$ cat src/rtl/mbfd_pkg.sv
`timescale 1ns / 1ps
// ---------------------------------------------------------------------------
// mbfd_pkg
// Shared types, codes and helper functions for the basic-mode frame deframer.
// ---------------------------------------------------------------------------
package mbfd_pkg;

  localparam logic [7:0] FLAG_BYTE   = 8'hF9;
  localparam logic [7:0] FCS_INIT    = 8'hFF;
  localparam logic [7:0] FCS_RESIDUE = 8'hCF;
  localparam logic [7:0] FCS_POLY    = 8'hE0;
  localparam logic [7:0] PF_MASK     = 8'hEF;

  // Control byte values with the poll/final bit cleared
  localparam logic [7:0] CTRL_UIH  = 8'd239;
  localparam logic [7:0] CTRL_UI   = 8'd3;
  localparam logic [7:0] CTRL_SABM = 8'd47;
  localparam logic [7:0] CTRL_UA   = 8'd99;
  localparam logic [7:0] CTRL_DM   = 8'd15;
  localparam logic [7:0] CTRL_DISC = 8'd67;

  typedef enum logic [3:0] {
    PH_HUNT  = 4'd0,
    PH_ADDR  = 4'd1,
    PH_CTRL  = 4'd2,
    PH_LEN1  = 4'd3,
    PH_LEN2  = 4'd4,
    PH_DATA  = 4'd5,
    PH_FCS   = 4'd6,
    PH_CLOSE = 4'd7
  } phase_e;

  typedef enum logic [2:0] {
    FT_UIH   = 3'd0,
    FT_UI    = 3'd1,
    FT_SABM  = 3'd2,
    FT_UA    = 3'd3,
    FT_DM    = 3'd4,
    FT_DISC  = 3'd5,
    FT_OTHER = 3'd6
  } frame_type_e;

  typedef enum logic [1:0] {
    ST_GOOD     = 2'd0,
    ST_FCS_BAD  = 2'd1,
    ST_NO_CLOSE = 2'd2
  } status_e;

  typedef enum logic {
    KIND_DATA = 1'b0,
    KIND_END  = 1'b1
  } kind_e;

  typedef struct packed {
    kind_e       item_kind;
    logic [7:0]  data_byte;
    logic [5:0]  channel;
    logic [7:0]  control_byte;
    frame_type_e frame_type;
    logic        poll_final;
    logic [14:0] payload_length;
    status_e     status;
    logic        last;
  } res_t;

  // Reflected CRC-8 step over one byte, LSB first
  function automatic logic [7:0] fcs_update(logic [7:0] acc, logic [7:0] b);
    logic [7:0] c;
    c = acc ^ b;
    for (int i = 0; i < 8; i++) begin
      c = c[0] ? ((c >> 1) ^ FCS_POLY) : (c >> 1);
    end
    return c;
  endfunction

  function automatic frame_type_e type_code(logic [7:0] ctrl);
    frame_type_e t;
    case (ctrl & PF_MASK)
      CTRL_UIH:  t = FT_UIH;
      CTRL_UI:   t = FT_UI;
      CTRL_SABM: t = FT_SABM;
      CTRL_UA:   t = FT_UA;
      CTRL_DM:   t = FT_DM;
      CTRL_DISC: t = FT_DISC;
      default:   t = FT_OTHER;
    endcase
    return t;
  endfunction

endpackage

$ cat src/rtl/mbfd_fsm.sv
`timescale 1ns / 1ps
// ---------------------------------------------------------------------------
// mbfd_fsm
// Frame phase tracker: header capture, FCS accumulation and result build.
// ---------------------------------------------------------------------------
module mbfd_fsm (
  input  logic              clk_i,
  input  logic              rst_ni,
  input  logic              beat_i,
  input  logic [7:0]        rx_byte_i,
  output logic              res_valid_o,
  output mbfd_pkg::res_t    res_o
);

  mbfd_pkg::phase_e phase_q, phase_d;
  logic [7:0]  fcs_q, fcs_d;
  logic [5:0]  chan_q, chan_d;
  logic [7:0]  ctrl_q, ctrl_d;
  logic [14:0] len_q, len_d;
  logic [14:0] cnt_q, cnt_d;
  logic [14:0] cnt_inc;
  logic [7:0]  fcs_next;
  logic        emit;
  mbfd_pkg::kind_e   kind;
  mbfd_pkg::status_e stat;

  assign fcs_next = mbfd_pkg::fcs_update(fcs_q, rx_byte_i);
  assign cnt_inc  = cnt_q + 15'd1;

  // Next state
  always_comb begin
    phase_d = phase_q;
    fcs_d   = fcs_q;
    chan_d  = chan_q;
    ctrl_d  = ctrl_q;
    len_d   = len_q;
    cnt_d   = cnt_q;
    case (phase_q)
      mbfd_pkg::PH_ADDR: begin
        if (rx_byte_i != mbfd_pkg::FLAG_BYTE) begin
          chan_d  = rx_byte_i[7:2];
          fcs_d   = mbfd_pkg::fcs_update(mbfd_pkg::FCS_INIT, rx_byte_i);
          phase_d = mbfd_pkg::PH_CTRL;
        end
      end
      mbfd_pkg::PH_CTRL: begin
        ctrl_d  = rx_byte_i;
        fcs_d   = fcs_next;
        phase_d = mbfd_pkg::PH_LEN1;
      end
      mbfd_pkg::PH_LEN1: begin
        len_d = {8'd0, rx_byte_i[7:1]};
        fcs_d = fcs_next;
        cnt_d = '0;
        if (!rx_byte_i[0]) begin
          phase_d = mbfd_pkg::PH_LEN2;
        end else if (rx_byte_i[7:1] == 7'd0) begin
          phase_d = mbfd_pkg::PH_FCS;
        end else begin
          phase_d = mbfd_pkg::PH_DATA;
        end
      end
      mbfd_pkg::PH_LEN2: begin
        len_d   = len_q + {rx_byte_i, 7'd0};
        fcs_d   = fcs_next;
        cnt_d   = '0;
        phase_d = ((len_q + {rx_byte_i, 7'd0}) == 15'd0) ? mbfd_pkg::PH_FCS
                                                          : mbfd_pkg::PH_DATA;
      end
      mbfd_pkg::PH_DATA: begin
        // only UI frames cover the payload
        if ((ctrl_q & mbfd_pkg::PF_MASK) == mbfd_pkg::CTRL_UI) begin
          fcs_d = fcs_next;
        end
        cnt_d = cnt_inc;
        if (cnt_inc >= len_q) begin
          phase_d = mbfd_pkg::PH_FCS;
        end
      end
      mbfd_pkg::PH_FCS: begin
        phase_d = (fcs_next != mbfd_pkg::FCS_RESIDUE) ? mbfd_pkg::PH_HUNT
                                                       : mbfd_pkg::PH_CLOSE;
      end
      mbfd_pkg::PH_CLOSE: begin
        // a good closing flag doubles as the next opening flag
        phase_d = (rx_byte_i != mbfd_pkg::FLAG_BYTE) ? mbfd_pkg::PH_HUNT
                                                      : mbfd_pkg::PH_ADDR;
      end
      default: begin
        phase_d = (rx_byte_i == mbfd_pkg::FLAG_BYTE) ? mbfd_pkg::PH_ADDR
                                                      : mbfd_pkg::PH_HUNT;
      end
    endcase
  end

  // Outputs
  always_comb begin
    emit = 1'b0;
    kind = mbfd_pkg::KIND_DATA;
    stat = mbfd_pkg::ST_GOOD;
    case (phase_q)
      mbfd_pkg::PH_DATA: begin
        emit = 1'b1;
      end
      mbfd_pkg::PH_FCS: begin
        if (fcs_next != mbfd_pkg::FCS_RESIDUE) begin
          emit = 1'b1;
          kind = mbfd_pkg::KIND_END;
          stat = mbfd_pkg::ST_FCS_BAD;
        end
      end
      mbfd_pkg::PH_CLOSE: begin
        emit = 1'b1;
        kind = mbfd_pkg::KIND_END;
        stat = (rx_byte_i != mbfd_pkg::FLAG_BYTE) ? mbfd_pkg::ST_NO_CLOSE
                                                   : mbfd_pkg::ST_GOOD;
      end
      default: begin
        emit = 1'b0;
      end
    endcase
  end

  assign res_valid_o          = beat_i & emit;
  assign res_o.item_kind      = kind;
  assign res_o.data_byte      = (kind == mbfd_pkg::KIND_DATA) ? rx_byte_i : 8'd0;
  assign res_o.channel        = chan_q;
  assign res_o.control_byte   = ctrl_q;
  assign res_o.frame_type     = mbfd_pkg::type_code(ctrl_q);
  assign res_o.poll_final     = ctrl_q[4];
  assign res_o.payload_length = len_q;
  assign res_o.status         = stat;
  assign res_o.last           = (kind == mbfd_pkg::KIND_END);

  always_ff @(posedge clk_i or negedge rst_ni) begin
    if (!rst_ni) begin
      phase_q <= mbfd_pkg::PH_HUNT;
      fcs_q   <= mbfd_pkg::FCS_INIT;
      chan_q  <= '0;
      ctrl_q  <= '0;
      len_q   <= '0;
      cnt_q   <= '0;
    end else if (beat_i) begin
      phase_q <= phase_d;
      fcs_q   <= fcs_d;
      chan_q  <= chan_d;
      ctrl_q  <= ctrl_d;
      len_q   <= len_d;
      cnt_q   <= cnt_d;
    end
  end

endmodule

$ cat src/rtl/mbfd_out_buf.sv
`timescale 1ns / 1ps
// ---------------------------------------------------------------------------
// mbfd_out_buf
// Two-entry result buffer: a two-slot ring with read and write pointers.
// ---------------------------------------------------------------------------
module mbfd_out_buf (
  input  logic           clk_i,
  input  logic           rst_ni,
  input  logic           push_i,
  input  mbfd_pkg::res_t push_data_i,
  output logic           full_o,
  output logic           valid_o,
  input  logic           stall_i,
  output mbfd_pkg::res_t data_o
);

  mbfd_pkg::res_t slot_q [2];
  logic       wr_ptr_q, rd_ptr_q;
  logic [1:0] count_q, count_d;
  logic       pop;

  assign valid_o = (count_q != 2'd0);
  assign full_o  = (count_q == 2'd2);
  assign pop     = valid_o & ~stall_i;
  assign data_o  = slot_q[rd_ptr_q];

  always_comb begin
    count_d = count_q;
    case ({push_i, pop})
      2'b10:   count_d = count_q + 2'd1;
      2'b01:   count_d = count_q - 2'd1;
      default: count_d = count_q;
    endcase
  end

  always_ff @(posedge clk_i) begin
    if (push_i) begin
      slot_q[wr_ptr_q] <= push_data_i;
    end
  end

  always_ff @(posedge clk_i or negedge rst_ni) begin
    if (!rst_ni) begin
      wr_ptr_q <= 1'b0;
      rd_ptr_q <= 1'b0;
      count_q  <= 2'd0;
    end else begin
      if (push_i) wr_ptr_q <= ~wr_ptr_q;
      if (pop)    rd_ptr_q <= ~rd_ptr_q;
      count_q <= count_d;
    end
  end

endmodule

$ cat src/rtl/mux_basic_frame_deframer_core.sv
`timescale 1ns / 1ps
// ---------------------------------------------------------------------------
// mux_basic_frame_deframer_core
// Recovers basic-mode multiplexer frames from a serial byte stream.
//
//   channel  dir  handshake           beat
//   rx       in   rx_valid/rx_stall   one received byte
//   res      out  res_valid/res_stall payload byte or frame end report
//
// One byte per cycle while rx is not stalled; each byte updates the phase
// tracker in the cycle it is taken and its result (if any) is registered in
// the output buffer. The two-entry buffer decouples the sides; rx stalls
// whenever both entries are held, even in a cycle where the output takes one.
// Reset leaves the block hunting for a flag with an empty output buffer.
// ---------------------------------------------------------------------------
module mux_basic_frame_deframer_core (
  input  logic        clk_i,
  input  logic        rst_ni,
  input  logic        rx_valid_i,
  output logic        rx_stall_o,
  input  logic [7:0]  rx_byte_i,
  output logic        res_valid_o,
  input  logic        res_stall_i,
  output logic        item_kind_o,
  output logic [7:0]  data_byte_o,
  output logic [5:0]  channel_o,
  output logic [7:0]  control_byte_o,
  output logic [2:0]  frame_type_o,
  output logic        poll_final_o,
  output logic [14:0] payload_length_o,
  output logic [1:0]  status_o,
  output logic        last_o
);

  logic           beat;
  logic           full;
  logic           push;
  mbfd_pkg::res_t push_data;
  mbfd_pkg::res_t out_data;

  assign rx_stall_o = full;
  assign beat       = rx_valid_i & ~full;

  mbfd_fsm u_fsm (
    .clk_i       (clk_i),
    .rst_ni      (rst_ni),
    .beat_i      (beat),
    .rx_byte_i   (rx_byte_i),
    .res_valid_o (push),
    .res_o       (push_data)
  );

  mbfd_out_buf u_out_buf (
    .clk_i       (clk_i),
    .rst_ni      (rst_ni),
    .push_i      (push),
    .push_data_i (push_data),
    .full_o      (full),
    .valid_o     (res_valid_o),
    .stall_i     (res_stall_i),
    .data_o      (out_data)
  );

  assign item_kind_o      = out_data.item_kind;
  assign data_byte_o      = out_data.data_byte;
  assign channel_o        = out_data.channel;
  assign control_byte_o   = out_data.control_byte;
  assign frame_type_o     = out_data.frame_type;
  assign poll_final_o     = out_data.poll_final;
  assign payload_length_o = out_data.payload_length;
  assign status_o         = out_data.status;
  assign last_o           = out_data.last;

endmodule

$ cat config.mk
export PLATFORM = sky130hd
export DESIGN_NAME = mux_basic_frame_deframer_core
export DESIGN_NICKNAME = d
export VERILOG_FILES = /design/src/rtl/mbfd_pkg.sv /design/src/rtl/mbfd_fsm.sv /design/src/rtl/mbfd_out_buf.sv /design/src/rtl/mux_basic_frame_deframer_core.sv
export SDC_FILE = /design/constraint.sdc
export NUM_CORES = 1
export LEC_CHECK = 0
export BUFFER_PORTS_ARGS = -buffer_cell sky130_fd_sc_hd__buf_2
export CAP_MARGIN = 20
export CORE_ASPECT_RATIO = 0.6
export CORE_MARGIN = 2
export CORE_UTILIZATION = 55
export CTS_BUF_LIST = sky130_fd_sc_hd__clkbuf_8
export CTS_CLUSTER_DIAMETER = 100
export DETAILED_ROUTE_END_ITERATION = 8
export PLACE_DENSITY = 0.8
export SETUP_SLACK_MARGIN = 0.5
export SLEW_MARGIN = 20
export SYNTH_ARGS = -nofsm -noshare
export SYNTH_HDL_FRONTEND = slang
export SYNTH_SLANG_ARGS = --single-unit
$ cat constraint.sdc
create_clock -name clk_i -period 16.9 [get_ports clk_i]
set_input_delay 2.535 -clock clk_i [delete_from_list [all_inputs] [get_ports clk_i]]
set_output_delay 2.535 -clock clk_i [all_outputs]
set_load 0.05 [all_outputs]
Word-level counts from Yosys, hierarchy flattened

Memories as Yosys holds them, arrays and structs flattened.
Index checks and enable logic that the tools add are counted.

Flip-flop bits (word level): 60
RAM bits: 90
Input port bits: 12
Word-level logic and storage cells: 119
Memories: 1

Memory list:

| name             | depth | bits a word | read ports | clocked after memory_dff | wr ports | RTL line           | source |
|---|---|---|---|---|---|---|---|
| u_out_buf.slot_q | 2     | 45          | 1          | 0                        | 1        | mbfd_out_buf.sv:17 | `mbfd_pkg::res_t slot_q [2];` |

Add/sub/neg operators: 4
$lt $le $gt $ge: 1
Eq/ne operators: 22
Mux-type cells: 41
Bitwise gates (word level): 25
Reductions and logical operators: 16

Operator list:

| kind                  | count |
|---|---|
| $mux 8                | 19 |
| $pmux 15 s2           | 2 |
| $not 2->3             | 16 |
| $pmux 4 s7            | 1 |
| $pmux 8 s3            | 1 |
| $pmux 3 s6            | 1 |
| $eq 4x3->1 const B    | 4 |
| $ne 8x8->1 const B    | 2 |
| $add 15x1->15 const B | 1 |
| $add 15x15->15        | 1 |
| $ge 15x15->1          | 1 |
| $logic_not 15->1      | 1 |
| $eq 7x6->1 const B    | 2 |
| $mux 4                | 3 |
| $eq 4x2->1 const B    | 2 |
| $eq 8x8->1 const B    | 1 |
| $not 8->8             | 1 |
| $pmux 2 s2            | 2 |
| $reduce_bool 2->1     | 4 |
| $xor 8x8->8           | 1 |
| $eq 7x2->1 const B    | 1 |
| $eq 7x4->1 const B    | 1 |
| $eq 7x5->1 const B    | 1 |
| $eq 7x7->1 const B    | 1 |
| other kinds (19)      | 39 |

Logic depth before layout (Yosys ltp)

Gate-level depths: netlist (run 1).

Word-level depth: 23
Gate-level depth with buffers: 14

Hierarchy

From an unflattened synthesis (run 1), not the netlist that was laid out.

Cell total of the unflattened synthesis: 601
Area, all modules: 7702.4 µm²

By module, submodules not included:

| module                        | instances | cells each | area each (µm²) | sequential area each (µm²) |
|---|---|---|---|---|
| mbfd_fsm                      | 1         | 443        | 4038.9          | 1386.3 |
| mbfd_out_buf                  | 1         | 157        | 3649.8          | 2802.7 |
| mux_basic_frame_deframer_core | 1         | 1          | 13.8            | 0.0 |

Worst setup path after synthesis (run 1)

Ideal clock, no wire load.

Path kind: input-to-reg
From: input rx_byte_i[7]
To: memory u_out_buf.slot_q[0][0] in the netlist's numbering, enable pin
Setup time: 0.497 ns
Arrival time: 6.969 ns
Slack: 9.434 ns
Cell stages on the path: 9
Path buffers: 1
Cells stage by stage: buf_4 xnor2_1 xnor2_1 xnor2_1 ha_1 nor4b_4 o221ai_2 a21oi_1 nor3_1

Word-level cells in the longest chain between the ends: 17

Ends and longest elaborated chain:

| what                           | RTL line                            | source |
|---|---|---|
| start: declaration             | mux_basic_frame_deframer_core.sv:21 | `input logic [7:0] rx_byte_i,` |
| $xor 8x8->8 *                  | mbfd_pkg.sv:69                      | `c = acc ^ b;` |
| $not 2->3 (no line)            | -                                   |  |
| $mux 8 *                       | mbfd_pkg.sv:71                      | `c = c[0] ? ((c >> 1) ^ FCS_POLY) : (c >> 1);` |
| $not 2->3 (no line)            | -                                   |  |
| $mux 8 * (7 in a row)          | mbfd_pkg.sv:71                      |  |
| $ne 8x8->1 *                   | mbfd_fsm.sv:106                     | `if (fcs_next != mbfd_pkg::FCS_RESIDUE) begin` |
| $mux 1 *                       | mbfd_fsm.sv:106                     |  |
| $pmux 1 s2 *                   | mbfd_fsm.sv:101                     | `case (phase_q)` |
| $and 1x1->1 *                  | mbfd_fsm.sv:124                     | `assign res_valid_o = beat_i & emit;` |
| $mux 1 *                       | mbfd_out_buf.sv:37                  | `if (push_i) begin` |
| $mux 1 (not written as such) * | mbfd_out_buf.sv:38                  | `slot_q[wr_ptr_q] <= push_data_i;` |
| end: declaration               | mbfd_out_buf.sv:17                  |  |

Mark *: on every way between the ends. The rest lies on a longest branch, timed or not.

Worst setup path after layout (run 1)

From: input rx_byte_i[1]
To: memory u_out_buf.slot_q[1][3] in the netlist's numbering, enable pin

Word-level cells in the longest chain between the ends: 17

Ends and longest elaborated chain:

| what                           | RTL line |
|---|---|
| $xor 8x8->8 *                  | mbfd_pkg.sv:69 |
| $mux 8 * (2 in a row)          | mbfd_pkg.sv:71 |
| $not 2->3 (no line)            | - |
| $mux 8 *                       | mbfd_pkg.sv:71 |
| $not 2->3 (no line)            | - |
| $mux 8 * (5 in a row)          | mbfd_pkg.sv:71 |
| $ne 8x8->1 *                   | mbfd_fsm.sv:106 |
| $mux 1 *                       | mbfd_fsm.sv:106 |
| $pmux 1 s2 *                   | mbfd_fsm.sv:101 |
| $and 1x1->1 *                  | mbfd_fsm.sv:124 |
| $mux 1 *                       | mbfd_out_buf.sv:37 |
| $mux 1 (not written as such) * | mbfd_out_buf.sv:38 |

Marks and branches as above.

==> impl_metrics.toml, run 1 <==
[outcome]
status = "complete, no violations"

[synth]
synth_top_cell_area_share_pct = 34.7
yosys.cell_types.count = 59
synth.area.top_cells = "edfxtp_1, dfrtp_1, mux2_2"
synth-warning-count = 0
synth_area_um2 = 7450
ys_dominant_reg_cell = "edfxtp_1"
yosysSeqAreaShare_pct = 54.6
synth_fp_nets = 675
synthCells = 629
synth-seq-cells = 145
synth_top_area_cell = "edfxtp_1"
avgSynthCellArea_um2 = 11.8
synthArstFlopShare_pct = 40.7
synth_edf_count = 86

[layout]
nets = 730
drive_gt1_share_pct = 24.2
syn_to_final_growth_pct = 10.5
postLayoutCoreUtil_pct = 63.2
layout_common_cells = "edfxtp_1, buf_2, mux2_2"
antenna_cells = 0
layout.cells.most_common = "edfxtp_1"

[grt]
grtUsageTotal_pct = 24.9
met1_usage_pct = 37.7
grt_pass1_wl_um = 27200
grt_busiest_layer = "met1"
first_global_vias = 5040
grt_start_max_net_pins = 60
use_met3_pct = 6.04
antenna_found_initial = 0
grt_overflow = 0
use_met2_pct = 35.2

[clocking]
htreeDepth = 4
cts_sinks = 145
cts_root_buffer = "clkbuf_8"
hold_buffers = 0
clk_latency_ns = 0.46
clkSlewWorstSetupHoldPaths_ns = 0.08
cts_tree = "done"
cts_resized = 0
cts_buffers = 17
post_cts_buffers = 0
clock_path_buffers = 2

[min_path]
whs_endpoint = "u_out_buf.slot_q[1][35]"
min_path_type = "reg -> reg"
worstHoldStart = "u_fsm.chan_q[5]"
hold-path-cell-count = 0

[job]
max-cap-violations = 0

[sta]
fmax_ghz = 0.190
worstMarginPinSlew_ns = 1.05
drv_slew = 0
period_minus_slack_ns = 5.26
rsz0062_at_grt = "false"
slew_headroom_pct = 29.7
period_share_pct = 31.1
clock-skew-final_ns = 0.0126
setup_viol = 0
final.setup.tns_ns = 0
hold_viol_final = 0

[critical_path]
critPathMaxFanout = 43
worstPathRequired_ns = 16.99
arrival_ns = 5.35
reg2reg_from = "u_fsm.cnt_q[0]"
r2r-end = "u_fsm.phase_q[2]"
r2r_slack_ns = 13.41
cp-end-kind = "flop"
critPathKind = "in -> reg"
start_kind = "primary input"
r2r_cells = 13

[placement]
gp_congestion = 0.920
dp_hpwl_um = 11600
port_buffers = 58

[floorplan]
die_height_um = 94.2
core.rowCount = 32
dieWidth_um = 154
die-area_um2 = 14500
initial_utilization_pct = 57.3
ios = 59
core_um2 = 13000

[power_and_ir_drop]
irDropWorstVdd_v = 0.0000723
power_mw = 1.25
p_leak_nw = 3.29
powerDensity_nw_per_um2 = 151

[drt]
drc = 0
drtPass1Iterations = 5
postRouteAntennaNets = 0
routed_via_density = 6.05
wl_per_cell_um = 19.5
wl_um = 16900
dr.first_iter.drc_count = 701
vias = 5249
-- routing by layer --
layer / routed length, µm / part of all wire, %
met1: 7960 / 47
met3: 1620 / 9.6
met4: 244 / 1.4
met2: 7050 / 42
met5: 0 / 0
-- cell type report --
type	instances	area [µm²]
Sequential cell	145	4070
Clock buffer	17	234
Fill cell	976	4780
Inverter	27	101
Multi-Input combinational cell	430	3160
Clock inverter	15	126
Tap cell	170	213
Timing Repair Buffer	63	325
-- registers in the layout (all words and copies together), names as in the netlist --
| signal | flops |
|---|---|
| u_out_buf.rd_ptr_q | 1 |
| u_out_buf.wr_ptr_q | 1 |
| u_fsm.fcs_q | 8 |
| u_fsm.chan_q | 6 |
| u_fsm.len_q | 15 |
| u_fsm.ctrl_q | 8 |
| u_out_buf.count_q | 2 |
| u_out_buf.slot_q | 86 |
| u_fsm.cnt_q | 15 |
| u_fsm.phase_q | 3 |
-- critical path: stages --
cell and delay (ns):
buf_2 0.16, xor2_2 0.21, xnor2_1 0.44, xnor2_1 0.20, ha_1 0.24, nor4b_4 0.14, o221ai_2 0.32, a21oi_1 0.16
nor2_1 0.29, and2_4 0.62
-- cells in the mapped netlist, types with 6 or more instances --
| cell | count |
|---|---|
| a211oi_1 | 8 |
| a21o_1 | 6 |
| a21oi_1 | 26 |
| and3_1 | 6 |
| clkbuf_1 | 16 |
| dfrtp_1 | 51 |
| dfstp_2 | 8 |
| edfxtp_1 | 86 |
| ha_1 | 33 |
| inv_1 | 27 |
| mux2_2 | 53 |
| nand2_1 | 46 |
| nand3_1 | 20 |
| nor2_1 | 39 |
| nor2b_1 | 6 |
| nor3_1 | 18 |
| o21ai_0 | 45 |
| xnor2_1 | 34 |
| xor2_1 | 22 |
-- worst max path at each step --
stage	start	end	depth (start not counted)	slack, ns
final	rx_byte_i[1]	u_out_buf.slot_q[1][3]	10	11.64
after global placement	rx_byte_i[1]	u_out_buf.slot_q[1][38]	10	11.13
after floorplan	rx_byte_i[7]	u_out_buf.slot_q[0][0]	9	9.43
after global routing	rx_byte_i[1]	u_out_buf.slot_q[1][14]	10	11.59
after detailed placement	rx_byte_i[1]	u_out_buf.slot_q[1][30]	10	10.88
after CTS	rx_byte_i[1]	u_out_buf.slot_q[1][30]	10	11.32
-- metrics by stage --
step	hold WS (ns)	area, µm²	std cells	setup slack [ns]
final	0.475	8230	867	11.64
after global routing	0.491	8230	867	11.59
after CTS	0.477	8220	866	11.32
after detailed placement	0.458	7860	834	10.88
after global placement	0.451	7860	834	11.13
after floorplan	0.437	7450	629	9.43
-- report_power, final --
part | switching (mW) | internal [mW] | total, mW | leakage [nW]
clock network | 0.145 | 0.106 | 0.251 | 0.183
logic | 0.289 | 0.179 | 0.468 | 1.56
registers | 0.0895 | 0.438 | 0.527 | 1.55
-- kinds of logic after synthesis --
family,synth area share [%]
DFF,54.6
xor gates and xnor gates,7.61
AOI/OAI and AO/OA,10.3
buffers and inverters,3.06
adders and majority gates,5.81
and+or+nand+nor,10.1
muxes,8.55
No activity file was read; power rests on OpenSTA's default activity.
==> run 2, diff against run 1 <==
PLACE_DENSITY = 0.83   (was 0.8)
clock period = 4.4 ns   (was 16.9 ns; I/O delays follow)
==> run 2 against run 1 <==
Non-clock buffer count fell by 1. Count of clock-buffer cells in the layout did not move. Die area did not move.
==> impl_metrics.toml, run 2 (synthesis gave the netlist of run 1 again) <==
[grt]
grtUsageTotal_pct = 25.4
use_met3_pct = 8.03
first_global_vias = 5135
grt_busiest_layer = "met2"
use_met2_pct = 37.1
antenna_found_initial = 1
grt_overflow = 0
met1_usage_pct = 36.6
grt_pass1_wl_um = 27800
grt_start_max_net_pins = 45

[critical_path]
worstPathRequired_ns = 4.75
arrival_ns = 3.81
start_kind = "flop"
cp-end-kind = "flop"
critPathKind = "reg -> reg"
critPathMaxFanout = 6

[power_and_ir_drop]
irDropWorstVdd_v = 0.000326
seq_power_share_pct = 42.1
p_clk_share_pct = 20.2
powerDensity_nw_per_um2 = 583
p_leak_nw = 3.29
p_int_mw = 2.78
p_switching_mw = 2.03
switching_share_pct = 42.2
combPwrFrac_pct = 37.7

[layout]
layout.cells.most_common = "edfxtp_1"
largest-register = "u_out_buf.slot_q"
syn_to_final_growth_pct = 10.6
nets = 729
reg_top3 = "u_out_buf.slot_q x86, u_fsm.cnt_q x15, u_fsm.len_q x15"
drive_gt1_share_pct = 24.3
largest_reg_flops = 86
final_area_um2 = 8240
layout_common_cells = "edfxtp_1, buf_2, mux2_2"
postLayoutCoreUtil_pct = 63.3
register_area_um2 = 4070
multiInputGateArea_um2 = 3170
fillers = 968
antenna_cells = 0

[sta]
final.setup.tns_ns = 0
clock-skew-final_ns = 0.0112
setup_viol = 0
setup_ws_ns = 0.944
rsz0062_at_grt = "false"
worstMarginPinSlew_ns = 1.02
period_minus_slack_ns = 3.46
period_share_pct = 78.6
hold_viol_final = 0
drv_slew = 0
slew_headroom_pct = 31.6
fmax_ghz = 0.289

[drt]
drc = 0
wl_per_cell_um = 20.5
dr.first_iter.drc_count = 543
drtPass1Iterations = 5
routed_via_density = 6.13
wl_um = 17700
postRouteAntennaNets = 0
vias = 5308

[floorplan]
die_height_um = 94.2
initial_utilization_pct = 57.3
core.rowCount = 32
die-area_um2 = 14500
ios = 59
dieWidth_um = 154
core_um2 = 13000

[clocking]
htreeDepth = 4
post_cts_buffers = 0
clock_path_buffers = 2
clk_latency_ns = 0.45
cts_resized = 0
cts_root_buffer = "clkbuf_8"
hold_buffers = 0
cts_buffers = 17
cts_tree = "done"
clkSlewWorstSetupHoldPaths_ns = 0.09
cts_sinks = 145

[min_path]
min_path_type = "in -> async"

[placement]
dp_hpwl_um = 12300
place_ws_ns = 0.680
place_area_um2 = 7880
gp_congestion = 0.962
port_buffers = 58

[job]
max-cap-violations = 0

[outcome]
status = "complete, no violations"
[run 2: changes by cell type in the layout (fill, tap and decap cells not counted), sizes merged]
cell / before / now
clkinv: 4 / 6
inv: 36 / 34
clkbuf: 18 / 17
[run 2: worst paths after layout]
path,from,to,slack [ns],depth (start not counted)
min,rst_ni,u_fsm.cnt_q[1],0.34,1
max in group asynchronous,rst_ni,u_fsm.fcs_q[7],3.14,2
min in group clk_i,u_fsm.chan_q[5],u_out_buf.slot_q[1][35],0.48,0
min reg2reg,u_fsm.chan_q[5],u_out_buf.slot_q[1][35],0.48,0
max,u_fsm.cnt_q[0],u_fsm.phase_q[1],0.94,13
max reg2reg,u_fsm.cnt_q[0],u_fsm.phase_q[1],0.94,13
[run 2: per-stage QoR]
step	total power, mW	hold slack (ns)	instances
final	4.80	0.336	866
after global routing	5.02	0.384	866
after CTS	4.79	0.349	866
after detailed placement	3.82	0.461	834
after global placement	3.74	0.451	834
after floorplan	3.37	0.364	629
[run 2: routing by layer]
metal | part of all wire (%) | routed length [µm] | up-vias
met4 | 0.79 | 140 | 2
met3 | 11 | 1920 | 17
met1 | 45 | 7970 | 2606
li1 | - | - | 2394
met5 | 0.039 | 7 | -
met2 | 43 | 7690 | 289
[run 2: power by group through the flow]
stage,logic [mW],clock network (mW),registers [mW]
4_1_cts,1.80,0.982,2.01
3_5_place_dp,1.78,0,2.04
2_1_floorplan,1.51,0,1.86
3_3_place_gp,1.72,0,2.02
5_1_grt,1.93,1.04,2.05
6_report,1.81,0.970,2.02
[run 2: worst max-delay path, cell delays in order (launching register included)]
cell and delay (ns):
dfrtp_1 0.45, ha_1 0.28, inv_1 0.11, nor4_2 0.46, and3_1 0.35, nand3_1 0.15
xnor2_1 0.15, ha_1 0.30, a21oi_1 0.16, o2111ai_1 0.16, nor2_1 0.14, o211ai_1 0.18
and3_1 0.26, a211oi_1 0.21
[run 2: final cells by class]
class	count	share of cell area, %
inverter	27	1.23
timing repair buffer	62	4.04
clock inverter	15	1.53
multi-input combinational	430	38.4
clock buffer	17	2.84
sequential	145	49.4
tap	170	2.58
